## config.mk

```make
export PLATFORM = sky130hd
export DESIGN_NAME = encoder_angle_unwrap_flat
export DESIGN_NICKNAME = d
export VERILOG_FILES = /design/src/eau_pkg.sv /design/src/eau_if.sv /design/src/eau_scale.sv /design/src/eau_unwrap.sv /design/src/encoder_angle_unwrap.sv /design/src/flat_wrapper.sv
export VERILOG_INCLUDE_DIRS = /design/src /design/src/src
export SDC_FILE = /design/constraint.sdc
export NUM_CORES = 1
export LEC_CHECK = 0
export BUFFER_PORTS_ARGS = -buffer_cell sky130_fd_sc_hd__buf_2
export CORE_UTILIZATION = 53
export CTS_CLUSTER_DIAMETER = 60
export DETAILED_ROUTE_END_ITERATION = 8
export PLACE_DENSITY = 0.81
export SLEW_MARGIN = 20
export SYNTH_ARGS = -nofsm -noshare
export SYNTH_HDL_FRONTEND = slang
export SYNTH_SLANG_ARGS = --single-unit
export TNS_END_PERCENT = 30
```

## constraint.sdc

```tcl
create_clock -name clk -period 7.2 [get_ports clk]
set_input_delay 1.08 -clock clk [delete_from_list [all_inputs] [get_ports clk]]
set_output_delay 1.08 -clock clk [all_outputs]
set_load 0.05 [all_outputs]
```

## src/encoder_angle_unwrap_defines.svh

```systemverilog
// Assertion macros for the encoder angle unwrap block.
// Included by the RTL files that carry concurrent assertions.
`ifndef ENCODER_ANGLE_UNWRAP_DEFINES_SVH
`define ENCODER_ANGLE_UNWRAP_DEFINES_SVH

// Same-cycle implication, checked outside reset.
`define EAU_ASSERT_IMP(label, clk, rst, ante, cons) \
  label: assert property (@(posedge clk) disable iff (rst) (ante) |-> (cons)) \
    else $error("eau assertion failed");

// Next-cycle implication, checked outside reset.
`define EAU_ASSERT_NXT(label, clk, rst, ante, cons) \
  label: assert property (@(posedge clk) disable iff (rst) (ante) |=> (cons)) \
    else $error("eau assertion failed");

`endif

```

## src/eau_pkg.sv

```systemverilog
// Shared constants and types for the encoder angle unwrap block.
// No dependencies; used by the interfaces and all modules.
`default_nettype none

package eau_pkg;

  localparam int RAW_BITS    = 14;  // raw angle width delivered by the sensor
  localparam int ANGLE_W     = 16;
  localparam int POS_W       = 32;
  localparam int WORD_W      = 16;
  localparam int ANGLE_BITS_W = 5;
  localparam int CFG_DATA_W  = 5;
  localparam int CFG_IDX_W   = 1;

  localparam logic [CFG_IDX_W-1:0] CFG_IDX_ANGLE_BITS = CFG_IDX_W'(0);
  localparam logic [CFG_IDX_W-1:0] CFG_IDX_REVERSE    = CFG_IDX_W'(1);

  localparam logic [ANGLE_BITS_W-1:0] ANGLE_BITS_RESET = ANGLE_BITS_W'(14);
  localparam logic                    REVERSE_RESET    = 1'b1;
  localparam logic [ANGLE_BITS_W-1:0] ANGLE_BITS_MAX   = ANGLE_BITS_W'(ANGLE_W);
  localparam logic [ANGLE_BITS_W-1:0] ANGLE_BITS_MIN   = ANGLE_BITS_W'(1);

  localparam logic [ANGLE_W-1:0] ANGLE_OUT_MASK = 16'hFFF8;

  typedef struct packed {
    logic [ANGLE_BITS_W-1:0] angle_bits;
    logic                    reverse_direction;
  } eau_cfg_t;

endpackage

`default_nettype wire

```

## src/eau_if.sv

```systemverilog
// Valid/ready channel interfaces for sensor samples and unwrapped results.
// Depends on eau_pkg for field widths.
`default_nettype none

interface eau_sample_if;
  import eau_pkg::*;

  logic                valid;
  logic                ready;
  logic [WORD_W-1:0]   rx_first_word;
  logic [WORD_W-1:0]   rx_second_word;

  modport source (output valid, output rx_first_word, output rx_second_word, input ready);
  modport sink   (input valid, input rx_first_word, input rx_second_word, output ready);
endinterface

interface eau_result_if;
  import eau_pkg::*;

  logic                     valid;
  logic                     ready;
  logic [ANGLE_W-1:0]       angle_out;
  logic signed [POS_W-1:0]  turn_position;

  modport source (output valid, output angle_out, output turn_position, input ready);
  modport sink   (input valid, input angle_out, input turn_position, output ready);
endinterface

`default_nettype wire

```

## src/eau_scale.sv

```systemverilog
// Raw angle extraction from the two received words, scaling to 16 bits
// and optional direction reversal. Depends on eau_pkg.
`default_nettype none

module eau_scale (
  input  wire eau_pkg::eau_cfg_t               cfg,
  input  wire logic [eau_pkg::WORD_W-1:0]      rx_first_word,
  input  wire logic [eau_pkg::WORD_W-1:0]      rx_second_word,
  output logic      [eau_pkg::ANGLE_W-1:0]     angle
);
  import eau_pkg::*;

  logic [WORD_W-1:0]       raw_word;
  logic [RAW_BITS-1:0]     raw;
  logic [ANGLE_W-1:0]      raw_ext;
  logic [ANGLE_BITS_W-1:0] bits_eff;
  logic [3:0]              shift;
  logic [ANGLE_W-1:0]      scaled;

  assign raw_word = {rx_first_word[7:0], rx_second_word[15:8]};
  assign raw      = raw_word[WORD_W-1 -: RAW_BITS];
  assign raw_ext  = ANGLE_W'(raw);

  // Out-of-range resolutions clamp to 1..16.
  always_comb begin
    if (cfg.angle_bits inside {[ANGLE_BITS_MAX : {ANGLE_BITS_W{1'b1}}]}) begin
      bits_eff = ANGLE_BITS_MAX;
    end else if (cfg.angle_bits == '0) begin
      bits_eff = ANGLE_BITS_MIN;
    end else begin
      bits_eff = cfg.angle_bits;
    end
  end

  assign shift  = 4'(ANGLE_BITS_MAX - bits_eff);
  assign scaled = raw_ext << shift;
  assign angle  = cfg.reverse_direction ? (ANGLE_W'(0) - scaled) : scaled;

endmodule

`default_nettype wire

```

## src/eau_unwrap.sv

```systemverilog
// Unwrap state (previous angle, seeded flag, position) and result register.
// Depends on eau_pkg, eau_if and encoder_angle_unwrap_defines.svh.
`default_nettype none
`include "encoder_angle_unwrap_defines.svh"

module eau_unwrap (
  input  wire logic                          clk,
  input  wire logic                          rst,
  input  wire logic                          stage_valid,
  input  wire logic [eau_pkg::ANGLE_W-1:0]   angle,
  output logic                               take,
  eau_result_if.source                       result
);
  import eau_pkg::*;

  logic                seeded;
  logic [ANGLE_W-1:0]  prev_angle;
  logic [POS_W-1:0]    pos_sum;
  logic                out_valid;

  logic [ANGLE_W-1:0]  step;
  logic [POS_W-1:0]    step_ext;
  logic [POS_W-1:0]    pos_sum_next;

  // Mod-2^16 difference read as signed is exactly the wrapped step.
  assign step         = seeded ? (angle - prev_angle) : '0;
  assign step_ext     = {{(POS_W-ANGLE_W){step[ANGLE_W-1]}}, step};
  assign pos_sum_next = pos_sum + step_ext;

  assign take = stage_valid && (!out_valid || result.ready);

  always_ff @(posedge clk) begin
    if (rst) begin
      seeded     <= 1'b0;
      prev_angle <= '0;
      pos_sum    <= '0;
      out_valid  <= 1'b0;
    end else begin
      if (take) begin
        seeded     <= 1'b1;
        prev_angle <= angle;
        pos_sum    <= pos_sum_next;
        out_valid  <= 1'b1;
      end else if (result.ready) begin
        out_valid  <= 1'b0;
      end
    end
  end

  assign result.valid         = out_valid;
  assign result.angle_out     = prev_angle & ANGLE_OUT_MASK;
  assign result.turn_position = $signed(pos_sum);

  `EAU_ASSERT_NXT(a_first_no_move, clk, rst, take && !seeded, pos_sum == $past(pos_sum))
  `EAU_ASSERT_NXT(a_pos_adds_step, clk, rst, take, pos_sum == $past(pos_sum) + $past(step_ext))
  `EAU_ASSERT_NXT(a_seeded_sticks, clk, rst, seeded, seeded)
  `EAU_ASSERT_NXT(a_take_shows, clk, rst, take, out_valid)
  `EAU_ASSERT_IMP(a_valid_seeded, clk, rst, out_valid, seeded)

endmodule

`default_nettype wire

```

## src/encoder_angle_unwrap.sv

```systemverilog
// A sample passes the input register, then the result register; a low result ready holds both.
// Throughput: one sample per cycle if result ready; input register refills as result loads.
// The critical path is the scale shift, 16-bit difference and 32-bit position add.
// Reset (synchronous, rst high): angle_bits 14, reverse on, position zero, and the
// first sample afterwards seeds the previous angle without moving the position.
// Top level: config registers, input register, scaling and unwrap stage.
`default_nettype none

module encoder_angle_unwrap (
  input  wire logic                              clk,
  input  wire logic                              rst,
  input  wire logic                              cfg_we,
  input  wire logic [eau_pkg::CFG_IDX_W-1:0]     cfg_index,
  input  wire logic [eau_pkg::CFG_DATA_W-1:0]    cfg_data,
  eau_sample_if.sink                             sample,
  eau_result_if.source                           result
);
  import eau_pkg::*;

  eau_cfg_t            cfg;
  logic                s1_valid;
  logic [WORD_W-1:0]   s1_first;
  logic [WORD_W-1:0]   s1_second;
  logic [ANGLE_W-1:0]  angle;
  logic                take;

  always_ff @(posedge clk) begin
    if (rst) begin
      cfg.angle_bits        <= ANGLE_BITS_RESET;
      cfg.reverse_direction <= REVERSE_RESET;
    end else if (cfg_we) begin
      case (cfg_index)
        CFG_IDX_ANGLE_BITS: cfg.angle_bits        <= cfg_data[ANGLE_BITS_W-1:0];
        CFG_IDX_REVERSE:    cfg.reverse_direction <= cfg_data[0];
        default: ;
      endcase
    end
  end

  assign sample.ready = !s1_valid || take;

  always_ff @(posedge clk) begin
    if (rst) begin
      s1_valid <= 1'b0;
    end else if (sample.ready) begin
      s1_valid <= sample.valid;
    end
  end

  always_ff @(posedge clk) begin
    if (sample.valid && sample.ready) begin
      s1_first  <= sample.rx_first_word;
      s1_second <= sample.rx_second_word;
    end
  end

  eau_scale u_scale (
    .cfg            (cfg),
    .rx_first_word  (s1_first),
    .rx_second_word (s1_second),
    .angle          (angle)
  );

  eau_unwrap u_unwrap (
    .clk         (clk),
    .rst         (rst),
    .stage_valid (s1_valid),
    .angle       (angle),
    .take        (take),
    .result      (result)
  );

endmodule

`default_nettype wire

```

## src/flat_wrapper.sv

```systemverilog
// flat-port wrapper written by rule: the top's interface ports become plain ports
module encoder_angle_unwrap_flat import eau_pkg::*;
  (clk, rst, cfg_we, cfg_index, cfg_data, sample_valid, sample_rx_first_word, sample_rx_second_word, sample_ready, result_valid, result_angle_out, result_turn_position, result_ready);
  eau_sample_if sample_i ();
  eau_result_if result_i ();
  input  wire logic clk;
  input  wire logic rst;
  input  wire logic cfg_we;
  input  wire logic [eau_pkg::CFG_IDX_W-1:0] cfg_index;
  input  wire logic [eau_pkg::CFG_DATA_W-1:0] cfg_data;
  input wire logic [$bits(sample_i.valid)-1:0] sample_valid;
  input wire logic [$bits(sample_i.rx_first_word)-1:0] sample_rx_first_word;
  input wire logic [$bits(sample_i.rx_second_word)-1:0] sample_rx_second_word;
  output wire logic [$bits(sample_i.ready)-1:0] sample_ready;
  output wire logic [$bits(result_i.valid)-1:0] result_valid;
  output wire logic [$bits(result_i.angle_out)-1:0] result_angle_out;
  output wire logic [$bits(result_i.turn_position)-1:0] result_turn_position;
  input wire logic [$bits(result_i.ready)-1:0] result_ready;
  assign sample_i.valid = sample_valid;
  assign sample_i.rx_first_word = sample_rx_first_word;
  assign sample_i.rx_second_word = sample_rx_second_word;
  assign sample_ready = sample_i.ready;
  assign result_valid = result_i.valid;
  assign result_angle_out = result_i.angle_out;
  assign result_turn_position = result_i.turn_position;
  assign result_i.ready = result_ready;
  encoder_angle_unwrap u_core (.clk(clk), .rst(rst), .cfg_we(cfg_we), .cfg_index(cfg_index), .cfg_data(cfg_data), .sample(sample_i), .result(result_i));
endmodule
```

Word-level counts from Yosys, hierarchy flattened. Index checks and enable logic that the tools add are counted.

Logic and storage cells: 34. Register bits: 81.

Shift-type cells: 1. Add/sub/neg operators: 4. $lt $le $gt $ge: 2. Bitwise logic cells: 1. Reductions and logical operators: 11. Muxes and demuxes: 6.

Operators with widths (number): 32-bit adder (1); 16-bit two-way mux (2); 14-bit by 4-bit left shift with 16-bit output (1); 1-bit by 16-bit subtractor with 16-bit output, first input constant (1); 16-bit subtractor (1); 4-bit two-way mux (2); 5-bit >= comparator, second input constant (1); 5-bit <= comparator, second input constant (1); 5-bit zero test (1); 2-bit AND reduction (2); 1-bit by 4-bit subtractor with 4-bit output, first input constant (1); 1-bit logical AND (3); 1-bit zero test (2); 1-bit logical OR (2); 1-bit two-way mux (2); 2-bit nonzero test (1); 1-bit inverter (1).

Longest topological paths before layout.
Word-level depth: 10. Mapped depth: 39.

By module. Synthesis repeated with hierarchy kept, for this count alone.

Cells, all modules: 779. Area, all modules: 6602.6 um^2.

Modules (own cells, without submodules): eau_unwrap (area each 4202.8 um^2, cells each 565, instances 1, sequential area each 1001.0 um^2); encoder_angle_unwrap (area each 1267.5 um^2, cells each 63, instances 1, sequential area each 1101.1 um^2); eau_scale (area each 1132.3 um^2, cells each 151, instances 1, sequential area each 0.0 um^2).

Least setup slack after synthesis. No wires, ideal clock.

Path type: register to register. Start: register u_core.cfg[5] (netlist name). End: register u_core.u_unwrap.pos_sum[31] (netlist: u_core.u_unwrap.result.turn_position[31]). Library setup time: 0.067 ns. Clock period less this slack: 7.931 ns. Setup slack: -0.731 ns. Required time: 7.133 ns. Path buffers: 3. Arrival: 7.864 ns. Stages on the path, launching flop included: 39. Cell sequence: dfxtp_1 > or4_1 > buf_6 > nand2_8 > inv_4 > buf_6 > ha_1 > clkbuf_1 > inv_1 > nand2_1 > o21ai_0 > nand2_1 > ha_1 > a21oi_1 > inv_1 > ha_1 > nor2b_1 > o21a_1 > (+3 left out) > o31ai_1 > a31o_2 > nor2b_1 > o21ai_0 > nand2_1 > ha_1 > a21o_1 > a21o_1 > a21oi_1 > nor2_1 > a211oi_1 > o21ai_0 > a221o_1 > nand2_1 > a31oi_1 > a211o_1 > a21o_1 > a21oi_2.

Word-level cells in the longest chain between the ends: 10.

RTL lines: 5-bit >= comparator, or another cell as far along (line eau_scale.sv:26) `if (cfg.angle_bits inside {[ANGLE_BITS_MAX : {ANGLE_BITS_W{1'b1}}]}) begin`; 1-bit logical AND or 4-bit two-way mux (tied branches) (line eau_scale.sv:26, eau_scale.sv:28); 4-bit two-way mux * (line eau_scale.sv:26); 1-bit by 4-bit subtractor with 4-bit output * (line eau_scale.sv:35) `assign shift = 4'(ANGLE_BITS_MAX - bits_eff);`; 14-bit by 4-bit left shift with 16-bit output * (line eau_scale.sv:36) `assign scaled = raw_ext << shift;`; 1-bit by 16-bit subtractor with 16-bit output (line eau_scale.sv:37) `assign angle = cfg.reverse_direction ? (ANGLE_W'(0) - scaled) : scaled;`; 16-bit two-way mux * (line eau_scale.sv:37); named net u_core.angle[1] (line encoder_angle_unwrap.sv:24) `logic [ANGLE_W-1:0] angle;`; 16-bit subtractor * (line eau_unwrap.sv:26) `assign step = seeded ? (angle - prev_angle) : '0;`; 16-bit two-way mux * (line eau_unwrap.sv:26); 32-bit adder * (line eau_unwrap.sv:28) `assign pos_sum_next = pos_sum + step_ext;`; end signal: assignment (line eau_unwrap.sv:42) `pos_sum <= pos_sum_next;`; end: declaration (line eau_unwrap.sv:18) `logic [POS_W-1:0] pos_sum;`.

The timed path passes the listed nets; every way through them passes the cells marked *. A chain may end at the register's enable or synchronous reset.

Worst setup path in the final report.
Start: register u_core.cfg[4] (netlist name). End: register u_core.u_unwrap.pos_sum[31] (netlist: u_core.u_unwrap.result.turn_position[31]).

Word-level cells in the longest chain between the ends: 10.

RTL lines (line): 5-bit >= comparator, or another cell as far along (eau_scale.sv:26); 1-bit logical AND or 4-bit two-way mux (tied branches) (eau_scale.sv:26, eau_scale.sv:28); 4-bit two-way mux * (eau_scale.sv:26); 1-bit by 4-bit subtractor with 4-bit output * (eau_scale.sv:35); 14-bit by 4-bit left shift with 16-bit output * (eau_scale.sv:36); 1-bit by 16-bit subtractor with 16-bit output (eau_scale.sv:37); 16-bit two-way mux * (eau_scale.sv:37); named net u_core.angle[12] (encoder_angle_unwrap.sv:24); 16-bit subtractor * (eau_unwrap.sv:26); 16-bit two-way mux * (eau_unwrap.sv:26); 32-bit adder * (eau_unwrap.sv:28).

Marked as above.

==> out/qor.csv <==
metric,value,unit
rsz0062_at_grt,yes,
synthCells,743,
async_flop_share,0,%
setup_viol,0,
grt_max_degree,60,
vias,6213,
cp_max_fo,11,
synth_top_family_by_area,compound AO/OA/AOI/OAI gates,
worst_pin_slew,0.841,ns
dieArea,11700,um2
dp.cells,1006,
min_period,7.08,ns
synth_area,5970,um2
whs_path_depth,2,
clock.fmax,0.141,GHz
cts_buffer_depth,2,
avgSynthCellArea,8.03,um2
r2r_setup_slack,0.12,ns
initial_core_util,54.8,%
clock-sinks,71,
fin_cells,1048,
whs,0.474,ns
crit_path_max_incr_delay,0.57,ns
setup_ws,0.116,ns
synth_adder_area_share,10.7,%
placement.io_buffers,71,
ant_nets,0,
grt_first_pass_wirelength,25.8,mm
synth_compound_area_share,25.3,%
drive_above_1_share,33.1,%
antenna_found_initial,0,
muxShareOfSynthArea,3.84,%
leakage,0.00363,uW
synth_seq_area_share,26.2,%
ir_drop,0.208,mV
core,10900,um2
worstPathArrival,7.39,ns
first_iter_violations,449,
crit_path_end_kind,flip-flop,
skew,0.0153,ns
hp-start,u_core.u_unwrap.result.turn_position[27],
path_clk_slew,0.08,ns
maxSlewHeadroom,43.9,%
status,completed,
maxCapViolCount,0,
clock_latency,0.38,ns
gp_congestion,0.937,
worstPathRequired,7.51,ns
hpwl,11.7,mm
ys_warn_count,0,
final_nets,996,
critPathLaunchType,flip-flop,
drt-total-wl,17.1,mm
root_buffer,clkbuf_8,
yosysUniqueCellTypes,65,
htree_levels,3,
hold_viol,0,
synth-simple-area-share,20.8,%
hold_class,reg2reg,
path_class,reg2reg,
firstDrtPassIters,5,
pre_cts_ws,-0.565,ns
critPathBufInv,4,
area_growth_syn_to_layout,32.7,%
r2r_cells,34,
viasPerCell,5.93,
r2r_end,u_core.u_unwrap.result.turn_position[31],
ys_ff_latch,71,
routedWlPerCell,16.3,um
rows,38,
final_util,72.7,%
drv_slew,0,
synth-xor-area-share,6.31,%
cp_top_family,compound AO/OA/AOI/OAI gates,
synth_edf_count,14,
cts_tree,done,
die_h,108,um
holdPathEnd,u_core.u_unwrap.result.turn_position[27],
grtUsageTotal,27.9,%
synth-main-ff-cell,dfxtp_1,
rr_startpoint,u_core.cfg[4],
cts_buffers,9,
grt_pass1_vias,5684,
p_per_area,255,nW/um2
drc,0,
slowest_stage,or4_4,
die_x,108,um
fin_crit_sh,98.4,%
design.portCount,93,
grt.overflow.total,0,
ctsHoldBuffers,0,
diodes,0,
==> cell families (layout without fill, tap and decap cells) <==
family / count (synthesis) / in the layout
buffers and inverters: 86 / 249
adders and majority gates: 50 / 50
xor gates and xnor gates: 43 / 43
muxes: 13 / 13
AOI/OAI and AO/OA: 231 / 231
DFF: 71 / 71
other: 1 / 3
and+or+nand+nor: 248 / 248
==> registers in the layout (all words and copies together), names as in the netlist <==
register                              flops
u_core.u_unwrap.prev_angle               16
u_core.cfg                                6
u_core.s1_second                          6
u_core.s1_valid                           1
u_core.u_unwrap.result.valid              1
u_core.u_unwrap.result.turn_position     32
u_core.u_unwrap.seeded                    1
u_core.s1_first                           8
==> cell usage after synthesis, drive strengths merged (11+ instances only) <==
cell	instances	area share, %
xnor2	25	3.7
edfxtp	14	7.0
a21boi	13	1.6
buf	22	2.7
o211ai	11	1.4
dfxtp	57	19
nor2b	21	2.2
a21o	23	2.9
clkbuf	26	1.6
o21ai	38	3.2
nand2	87	5.7
xor2	18	2.6
nand3	13	1.1
nand2b	21	2.2
nor3b	12	1.5
nor2	51	3.2
ha	48	10
a211oi	19	2.4
inv	38	2.4
a21oi	73	6.2
==> per-layer routing <==
metal / track usage, % / wire length [um]
met3: 4.64 / 807
met2: 50.0 / 8740
met4: 10.8 / 550
met1: 33.1 / 7000
met5: 0 / 0
==> cell usage in the layout, fill, tap and decap left out, types with 6 or more instances in the layout <==
master    netlist  final
a211o_1         7      7
a211oi_1       19     14
a21boi_1        0      6
a21o_1         23     23
a21oi_1        72     66
and2_1          8      8
buf_2           1     70
buf_4          16    117
clkbuf_8        0     11
dfxtp_1        57     56
edfxtp_1       14     14
ha_1           48     38
ha_4            0      8
inv_1          37     35
nand2_1        86     81
nand2b_1       21     17
nand3_1        13     11
nor2_1         51     49
nor2b_1        21     18
nor3_1          7      6
nor3b_1        12     11
o211ai_1       11     11
o21ai_0        37     21
o21ai_1         1      8
o21ai_2         0      6
xnor2_1        25     22
xor2_1         18     18
==> worst register-to-register path: cells and delay by family, from the launching register on <==
kind            cells  cell delay [ns]
compound gates     18             3.21
xor+xnor            1             0.23
fa+ha+maj           3             0.81
buf+inv             4             0.63
flops               1             0.32
simple gates        8             1.83
==> how the worst max path moves through the flow <==
stage                        from                                  endpoint  cells after the start
finish              u_core.cfg[4]  u_core.u_unwrap.result.turn_position[31]                     34
CTS                 u_core.cfg[5]  u_core.u_unwrap.result.turn_position[28]                     36
floorplan           u_core.cfg[5]  u_core.u_unwrap.result.turn_position[31]                     37
detailed placement  u_core.cfg[5]  u_core.u_unwrap.result.turn_position[31]                     35
global placement    u_core.cfg[5]  u_core.u_unwrap.result.turn_position[31]                     35
global route        u_core.cfg[4]  u_core.u_unwrap.result.turn_position[31]                     34
==> timing repair <==
action,CTS,global route
buffers inserted,5,20
resized for setup,26,84
endpoints found under the setup margin,14,14
pin swaps,9,45
gates cloned,1,0
==> cell type report <==
type	instances	area, um2
flip-flops and latches	71	1560
fillers	756	2970
clock buffers	13	163
inverters	38	145
multi-input cells	588	4510
clock inverters	3	16.3
well taps	140	175
repair buffers	195	1350
==> stage by stage <==
stage               total power, uW  area, um2  TNS, ns
floorplan                      1130       6020        0
global route                   2140       7920   -0.618
global placement               1430       7040    -1.31
finish                         2020       7920        0
detailed placement             1470       7040    -4.24
CTS                            1840       7380        0
==> where the power goes <==
group          switching [uW]  internal, uW  total [uW]
Sequential               29.5           435         464
Combinational             646           603        1250
Clock                     157           147         304
Power figures use the tool's default switching activity.
